**config.mk**
```make
export PLATFORM = sky130hd
export DESIGN_NAME = key_click_gesture_detector_top
export DESIGN_NICKNAME = d
export VERILOG_FILES = /design/src/sv/kcgd_pkg.sv /design/src/sv/kcgd_lane.sv /design/src/sv/kcgd_merge.sv /design/src/sv/key_click_gesture_detector_top.sv
export SDC_FILE = /design/constraint.sdc
export NUM_CORES = 1
export LEC_CHECK = 0
export BUFFER_PORTS_ARGS = -buffer_cell sky130_fd_sc_hd__buf_2
export CAP_MARGIN = 20
export CORE_AREA = 5 5 274 276
export CTS_BUF_LIST = sky130_fd_sc_hd__clkbuf_2
export CTS_CLUSTER_SIZE = 40
export DETAILED_ROUTE_END_ITERATION = 8
export DIE_AREA = 0 0 279 281
export PLACE_DENSITY = 0.45
export SYNTH_ARGS = -nofsm -noshare
export SYNTH_HDL_FRONTEND = slang
export SYNTH_HIERARCHICAL = 1
export SYNTH_SLANG_ARGS = --single-unit
export TNS_END_PERCENT = 20
```
**constraint.sdc**
```tcl
create_clock -name clk -period 9.1 [get_ports clk]
set_input_delay 0.91 -clock clk [delete_from_list [all_inputs] [get_ports clk]]
set_output_delay 0.91 -clock clk [all_outputs]
set_load 0.005 [all_outputs]
```
**src/sv/kcgd_pkg.sv**
```systemverilog
// Shared types and constants for the key click gesture detector.
// No dependencies; imported by the lane, the merge stage and the top level.
`default_nettype none

package kcgd_pkg;

  // Event codes reported per key and per scan.
  typedef enum logic [2:0] {
    EV_NONE   = 3'd0,
    EV_CLICK  = 3'd1,
    EV_DOUBLE = 3'd2,
    EV_LONG   = 3'd3,
    EV_HOLD   = 3'd4
  } kcgd_event_t;

  // Configuration register indexes.
  localparam logic [1:0] CFG_DEBOUNCE    = 2'd0;
  localparam logic [1:0] CFG_LONG_PRESS  = 2'd1;
  localparam logic [1:0] CFG_HOLD_REPEAT = 2'd2;
  localparam logic [1:0] CFG_DBL_WINDOW  = 2'd3;

  localparam logic [15:0] DEBOUNCE_RST    = 16'd20;
  localparam logic [15:0] LONG_PRESS_RST  = 16'd1000;
  localparam logic [15:0] HOLD_REPEAT_RST = 16'd2000;
  localparam logic [15:0] DBL_WINDOW_RST  = 16'd300;

  // Thresholds shared by all key lanes, in milliseconds.
  typedef struct packed {
    logic [15:0] debounce;
    logic [15:0] long_press;
    logic [15:0] hold_repeat;
    logic [15:0] dbl_window;
  } kcgd_cfg_t;

endpackage

`default_nettype wire

```
**src/sv/kcgd_lane.sv**
```systemverilog
// One key's gesture state machine: phase, press mark time and first-click flag.
// Depends on kcgd_pkg for the event codes and the threshold struct.
`default_nettype none

module kcgd_lane (
  input  wire logic               clk,
  input  wire logic               rst_n,
  input  wire logic               upd,
  input  wire logic [31:0]        now_ms,
  input  wire logic               down,
  input  wire kcgd_pkg::kcgd_cfg_t cfg,
  output kcgd_pkg::kcgd_event_t   ev
);
  import kcgd_pkg::*;

  typedef enum logic [3:0] {
    PH_IDLE    = 4'b0001,
    PH_PRESSED = 4'b0010,
    PH_LONG    = 4'b0100,
    PH_WAIT    = 4'b1000
  } kcgd_phase_t;

  kcgd_phase_t phase_r, phase_nxt;
  logic [31:0] mark_r, mark_nxt;
  logic        first_r, first_nxt;
  logic [31:0] elapsed;

  // Elapsed time wraps modulo 2^32; a 16-bit threshold is reached when the
  // upper half is nonzero or the lower half compares high enough.
  function automatic logic reached(input logic [31:0] el, input logic [15:0] thr);
    reached = (el[31:16] != 16'd0) || (el[15:0] >= thr);
  endfunction

  assign elapsed = now_ms - mark_r;

  always_comb begin
    phase_nxt = phase_r;
    mark_nxt  = mark_r;
    first_nxt = first_r;
    ev        = EV_NONE;
    case (phase_r)
      PH_IDLE: begin
        if (down) begin
          phase_nxt = PH_PRESSED;
          mark_nxt  = now_ms;
          first_nxt = 1'b0;
        end
      end
      PH_PRESSED: begin
        if (!down) begin
          if (reached(elapsed, cfg.debounce)) begin
            if (!first_r) begin
              phase_nxt = PH_WAIT;
              mark_nxt  = now_ms;
              first_nxt = 1'b1;
            end else begin
              phase_nxt = PH_IDLE;
              first_nxt = 1'b0;
              ev        = EV_DOUBLE;
            end
          end else begin
            // A press that is too short drops any pending click silently.
            phase_nxt = PH_IDLE;
          end
        end else if (reached(elapsed, cfg.long_press)) begin
          phase_nxt = PH_LONG;
        end
      end
      PH_LONG: begin
        if (!down) begin
          phase_nxt = PH_IDLE;
          first_nxt = 1'b0;
          ev        = EV_LONG;
        end else if (reached(elapsed, cfg.hold_repeat)) begin
          mark_nxt = now_ms;
          ev       = EV_HOLD;
        end
      end
      PH_WAIT: begin
        if (down) begin
          phase_nxt = PH_PRESSED;
          mark_nxt  = now_ms;
        end else if (reached(elapsed, cfg.dbl_window)) begin
          phase_nxt = PH_IDLE;
          first_nxt = 1'b0;
          ev        = EV_CLICK;
        end
      end
      default: begin
        phase_nxt = PH_IDLE;
      end
    endcase
  end

  always_ff @(posedge clk) begin
    if (!rst_n) begin
      phase_r <= PH_IDLE;
      mark_r  <= 32'd0;
      first_r <= 1'b0;
    end else if (upd) begin
      phase_r <= phase_nxt;
      mark_r  <= mark_nxt;
      first_r <= first_nxt;
    end
  end

endmodule

`default_nettype wire

```
**src/sv/kcgd_merge.sv**
```systemverilog
// Merge stage: captures the events of all key lanes for one scan and hands
// them out one key per transaction through an output register. Uses kcgd_pkg.
`default_nettype none

module kcgd_merge #(
  parameter int NUM_KEYS = 4
) (
  input  wire logic                  clk,
  input  wire logic                  rst_n,
  input  wire logic                  in_valid,
  output logic                       in_stall,
  input  wire kcgd_pkg::kcgd_event_t lane_ev [NUM_KEYS],
  output logic                       cap,
  output logic                       out_valid,
  input  wire logic                  out_stall,
  output logic [1:0]                 out_key_index,
  output logic [2:0]                 out_event_code,
  output logic                       out_last_key
);
  import kcgd_pkg::*;

  localparam int KW = (NUM_KEYS > 1) ? $clog2(NUM_KEYS) : 1;
  localparam int CW = $clog2(NUM_KEYS + 1);

  kcgd_event_t   codes_r [NUM_KEYS];
  kcgd_event_t   codes_nxt [NUM_KEYS];
  logic [CW-1:0] rem_r, rem_nxt;
  logic [KW-1:0] kidx_r, kidx_nxt;
  logic          mv;
  logic          out_valid_r, out_valid_nxt;
  logic [1:0]    out_key_r;
  kcgd_event_t   out_ev_r;
  logic          out_last_r;

  // An entry moves to the output register whenever that register is free or
  // being emptied; the buffer accepts a new scan as its final entry leaves.
  assign mv       = (rem_r != CW'(0)) && (!out_valid_r || !out_stall);
  assign in_stall = !((rem_r == CW'(0)) || ((rem_r == CW'(1)) && mv));
  assign cap      = in_valid && !in_stall;

  always_comb begin
    codes_nxt = codes_r;
    rem_nxt   = rem_r;
    kidx_nxt  = kidx_r;
    if (mv) begin
      for (int i = 0; i < NUM_KEYS - 1; i++) begin
        codes_nxt[i] = codes_r[i + 1];
      end
      codes_nxt[NUM_KEYS - 1] = EV_NONE;
      rem_nxt  = rem_r - CW'(1);
      kidx_nxt = kidx_r + KW'(1);
    end
    if (cap) begin
      codes_nxt = lane_ev;
      rem_nxt   = CW'(NUM_KEYS);
      kidx_nxt  = KW'(0);
    end
  end

  always_comb begin
    if (mv) begin
      out_valid_nxt = 1'b1;
    end else if (!out_stall) begin
      out_valid_nxt = 1'b0;
    end else begin
      out_valid_nxt = out_valid_r;
    end
  end

  always_ff @(posedge clk) begin
    if (!rst_n) begin
      rem_r       <= CW'(0);
      kidx_r      <= KW'(0);
      out_valid_r <= 1'b0;
    end else begin
      rem_r       <= rem_nxt;
      kidx_r      <= kidx_nxt;
      out_valid_r <= out_valid_nxt;
    end
  end

  always_ff @(posedge clk) begin
    codes_r <= codes_nxt;
    if (mv) begin
      out_key_r  <= 2'(kidx_r);
      out_ev_r   <= codes_r[0];
      out_last_r <= (kidx_r == KW'(NUM_KEYS - 1));
    end
  end

  assign out_valid      = out_valid_r;
  assign out_key_index  = out_key_r;
  assign out_event_code = out_ev_r;
  assign out_last_key   = out_last_r;

`ifndef ASSERT_OFF
  a_rem_bound: assert property (@(posedge clk) disable iff (!rst_n)
    32'(rem_r) <= NUM_KEYS)
    else $error("merge buffer count exceeds key count");

  a_cap_fill: assert property (@(posedge clk) disable iff (!rst_n)
    cap |=> (rem_r == CW'(NUM_KEYS)) && (kidx_r == KW'(0)))
    else $error("scan capture did not fill the merge buffer");

  a_idx_track: assert property (@(posedge clk) disable iff (!rst_n)
    (rem_r != CW'(0)) |-> (32'(kidx_r) + 32'(rem_r) == NUM_KEYS))
    else $error("key index and remaining count out of step");

  a_drain: assert property (@(posedge clk) disable iff (!rst_n)
    (mv && (rem_r == CW'(1)) && !cap) |=> (rem_r == CW'(0)))
    else $error("merge buffer did not drain after its final entry");

  a_move_out: assert property (@(posedge clk) disable iff (!rst_n)
    mv |=> out_valid_r)
    else $error("moved entry did not reach the output register");
`endif

endmodule

`default_nettype wire

```
**src/sv/key_click_gesture_detector_top.sv**
```systemverilog
// Key click gesture detector. Each input transaction is one scan: a
// millisecond timestamp and the pressed level of every key. One lane per key
// runs that key's click, double-click, long-press and hold machine, and all
// lanes update together in the cycle the scan is accepted. The merge stage
// then delivers NUM_KEYS result transactions in key order, one per clock
// while out_stall stays low, the final one flagged by out_last_key. The
// single result port limits the scan rate; a new scan is taken in the
// cycle the previous scan's last result enters the output register, so
// results stream without gaps while out_stall is low. Thresholds are written
// through cfg_we/cfg_index/cfg_wdata; the user must write them only while
// the block is idle, which it does not enforce. Keys beyond the fourth
// never see a press, and out_key_index carries the key number modulo four.
`default_nettype none

module key_click_gesture_detector_top #(
  parameter int NUM_KEYS = 4
) (
  input  wire logic        clk,
  input  wire logic        rst_n,
  input  wire logic        in_valid,
  output logic             in_stall,
  input  wire logic [31:0] in_now_ms,
  input  wire logic [3:0]  in_pressed_mask,
  output logic             out_valid,
  input  wire logic        out_stall,
  output logic [1:0]       out_key_index,
  output logic [2:0]       out_event_code,
  output logic             out_last_key,
  input  wire logic        cfg_we,
  input  wire logic [1:0]  cfg_index,
  input  wire logic [15:0] cfg_wdata
);
  import kcgd_pkg::*;

  kcgd_cfg_t   cfg_r, cfg_nxt;
  kcgd_event_t lane_ev [NUM_KEYS];
  logic        cap;

  always_comb begin
    cfg_nxt = cfg_r;
    if (cfg_we) begin
      case (cfg_index)
        CFG_DEBOUNCE:    cfg_nxt.debounce    = cfg_wdata;
        CFG_LONG_PRESS:  cfg_nxt.long_press  = cfg_wdata;
        CFG_HOLD_REPEAT: cfg_nxt.hold_repeat = cfg_wdata;
        CFG_DBL_WINDOW:  cfg_nxt.dbl_window  = cfg_wdata;
        default:         cfg_nxt = cfg_r;
      endcase
    end
  end

  always_ff @(posedge clk) begin
    if (!rst_n) begin
      cfg_r.debounce    <= DEBOUNCE_RST;
      cfg_r.long_press  <= LONG_PRESS_RST;
      cfg_r.hold_repeat <= HOLD_REPEAT_RST;
      cfg_r.dbl_window  <= DBL_WINDOW_RST;
    end else begin
      cfg_r <= cfg_nxt;
    end
  end

  for (genvar k = 0; k < NUM_KEYS; k++) begin : g_lane
    logic down;
    if (k < 4) begin : g_mask
      assign down = in_pressed_mask[k];
    end else begin : g_none
      assign down = 1'b0;
    end

    kcgd_lane u_lane (
      .clk    (clk),
      .rst_n  (rst_n),
      .upd    (cap),
      .now_ms (in_now_ms),
      .down   (down),
      .cfg    (cfg_r),
      .ev     (lane_ev[k])
    );
  end

  kcgd_merge #(
    .NUM_KEYS (NUM_KEYS)
  ) u_merge (
    .clk            (clk),
    .rst_n          (rst_n),
    .in_valid       (in_valid),
    .in_stall       (in_stall),
    .lane_ev        (lane_ev),
    .cap            (cap),
    .out_valid      (out_valid),
    .out_stall      (out_stall),
    .out_key_index  (out_key_index),
    .out_event_code (out_event_code),
    .out_last_key   (out_last_key)
  );

endmodule

`default_nettype wire
```
==> metrics.yaml <==
detailed_routing:
  ant_nets: 0
  wl_um: 86300
  drc: 0
  wl_per_cell_um: 20.1
  vias: 23510
  drtIter0Drc: 1268
  drtPass1Iterations: 5
  via_per_inst: 5.48
logic_synthesis:
  yosys.area.top_type: "ha_1"
  yosys.area_share.xor_xnor_pct: 2.67
  yosysUniqueCellTypes: 96
  synth_top_area_share_pct: 19.3
  synth_compound_area_share_pct: 21.3
  yosys-top-cells-area: "ha_1, dfxtp_1, mux2i_1, inv_1, a21oi_1"
  synth_fa_ha_area_share_pct: 19.6
  avgSynthCellArea_um2: 7.77
  synth_warnings: 6
  ys_seq_elements: 236
  synth.cell_area_um2: 25000
  async_flop_share_pct: 0
  synth_seq_area_share_pct: 19.7
  synth_top_family_by_area: "compound AO/OA/AOI/OAI gates"
  synthSimpleGateAreaFrac_pct: 19.3
  synthesis.nets: 3659
  synth_flop_cell: "dfxtp_1"
  synthMuxAreaShare_pct: 8.77
  syn_inst: 3212
  synth_edf_count: 18
final_layout:
  final_net_count: 3713
  design_area_um2: 26700
  drive_above_1_share_pct: 7.97
  fin_cells: 4287
  utilization_pct: 37.0
  syn2layout_area_growth_pct: 7.21
cts:
  clock_sinks: 236
  cts_max_level: 3
  cts_tree: "done"
  cts_buffer_depth: 3
  clk_latency_ns: 1.04
  clockRootBuffer: "clkbuf_2"
  clkSlewWorstSetupHoldPaths_ns: 0.10
  cts_buffers: 78
  postCtsSetupBuffers: 0
setup_path:
  crit_chain: "inv_1 -> ha_1 -> o211ai_1 -> a21oi_1 -> o21ai_0 -> nor2b_1 -> nor2_1 -> nor2_1 -> xnor2_1 -> ha_1 -> a21o_1 -> a21o_1 -> a21oi_1 -> o21ai_0 -> a21oi_1 -> nand2_1 -> a21boi_0 -> o41ai_4 -> buf_4 -> mux2i_1 -> and2_1"
  crit_required_ns: 10.03
  critPathTopFamily: "compound AO/OA/AOI/OAI gates"
  r2r_slack_ns: 3.41
  critPathMaxFanout: 32
  crit_path_end_kind: "flip-flop"
  cp_data_arrival_time_ns: 6.62
  path_buf_inv: 2
  worstSetupPathType: "flip-flop to flip-flop"
  cpPeakStageDelay_ns: 0.60
  critPathSlowestCell: "a21oi_1"
  crit_top_cell: "a21oi_1"
  crit_path_start_kind: "flip-flop"
sta:
  post-route-period-util_pct: 62.5
  setup_viol: 0
  fin_setup_tns_ns: 0
  rsz0062_at_grt: "false"
  finalMaxSlewViolations: 0
  holdWs_ns: 0.198
  hold_viol: 0
  clock.fmax_mhz: 176
  worst_pin_slew_ns: 1.13
  slew_headroom_pct: 24.4
  fin_skew_ns: 0.132
  worst_slack_ns: 3.41
  period_minus_slack_ns: 5.69
floorplan:
  die_w_um: 279
  ioPinCount: 67
  fp.dieH_um: 281
  core_area_um2: 72300
  die-area_um2: 78400
  start_util_pct: 34.5
  rows: 99
run:
  maxCapViolCount: 0
power:
  power_density_nw_per_um2: 216
  finalPower_mw: 5.78
  peakVddDrop_uv: 100
  leakage_nw: 11.6
global_route:
  grt.total_usage_pct: 21.4
  grt_max_degree: 98
  grt_overflow: 0
  grt_pass1_wl_um: 133000
  antenna_found_initial: 2
  grt_pass1_vias: 23424
placement:
  dp_cells: 4143
  hpwl_um: 69700
  io_buffers: 66
  place.gp.congestion: 0.925
  placed_area_um2: 26100
  place_ws_ns: 2.52
outcome:
  status: "completed"
worst_hold_path:
  hp-class: "primary input to flip-flop"
[cell families (layout without fill, tap and decap cells)]
logic type,Yosys count,count (layout)
AO/OA/AOI/OAI,805,805
other,0,2
flip-flops,236,236
XOR/XNOR,76,76
multiplexers,217,217
buffers and inverters,529,643
adder cells (fa/ha/maj),388,388
AND/OR/NAND/NOR,961,961
[placed cells by master, fill, tap and decap left out, types with 30 or more instances in the layout]
master	Yosys	final
a21o_1	117	117
clkbuf_2	0	111
inv_1	414	414
dfxtp_1	218	218
o21a_1	44	44
nand4_1	69	69
nor2b_1	74	74
mux2i_1	204	204
nand2_1	277	277
o21ai_0	157	156
nand2b_1	58	58
a211oi_1	31	30
nor2_1	206	206
buf_2	12	65
a31oi_1	33	33
ha_1	384	384
xnor2_1	51	51
nand3_1	54	54
a21oi_1	220	220
nor3_1	70	70
[tightest hold or removal path, delay by kind of cell]
| family | cells | cell delay (ns) |
|---|---|---|
| mux | 1 | 0.12 |
| buf+inv | 1 | 0.09 |
| simple gates | 1 | 0.05 |
[area by class of cell]
class,count,area (um2)
fillers,7757,45600
multi-input cells,2447,17900
flip-flops and latches,236,4900
inverters,414,1550
well taps,959,1200
clock buffers,111,556
repair buffers,89,532
clock inverters,29,115
diodes,2,5.00
[sequential cells by signal, summed over array words and instances (netlist names)]
name / count
g_lane.u_lane/mark_r: 128
u_merge/out_key_index: 2
u_merge/out_event_code: 3
g_lane.u_lane/phase_r: 16
cfg_r: 64
u_merge/codes_r: 12
u_merge/rem_r: 3
g_lane.u_lane/first_r: 4
u_merge/kidx_r: 2
u_merge/out_last_key: 1
u_merge/out_valid: 1
[synthesized netlist by cell type (15+ instances only)]
master	count
inv_1	414
ha_1	384
nand2_1	277
a21oi_1	220
dfxtp_1	218
nor2_1	206
mux2i_1	204
o21ai_0	157
a21o_1	117
clkbuf_1	80
nor2b_1	74
nor3_1	70
nand4_1	69
nand2b_1	58
nand3_1	54
xnor2_1	51
o21a_1	44
a31oi_1	33
a211oi_1	31
o211ai_1	27
xor2_1	25
nor4_1	20
or3_1	19
and2_1	18
edfxtp_1	18
and3_1	16
buf_6	16
nor3b_1	15
[metal layers]
| layer | track usage, % | vias up | wire, um |
|---|---|---|---|
| met5 | 0 | - | 0 |
| met4 | 7.54 | 0 | 3070 |
| met3 | 3.00 | 156 | 3300 |
| met2 | 37.2 | 485 | 40900 |
| met1 | 27.2 | 11310 | 39000 |
| li1 | - | 11559 | - |
[path summary, 6_finish.rpt]
path | startpoint | end | cells after the start
setup reg to reg | g_lane[3].u_lane/mark_r[3] | g_lane[3].u_lane/mark_r[1] | 21
setup / recovery | g_lane[3].u_lane/mark_r[3] | g_lane[3].u_lane/mark_r[1] | 21
hold reg to reg | u_merge/codes_r[9] | u_merge/out_event_code[0] | 0
hold / removal | cfg_wdata[2] | cfg_r[2] | 3
[power breakdown]
part	switching [mW]	internal, mW
sequential	0.131	1.24
combinational	2.18	1.37
clock	0.535	0.329
[what timing repair did]
| item | 4_1_cts | 5_1_grt |
|---|---|---|
| hold buffers | 1 | 0 |
| resized for setup | 0 | 0 |
| hold endpoints to repair | 1 | 0 |
Note: power is estimated with default switching activity, not from simulation.
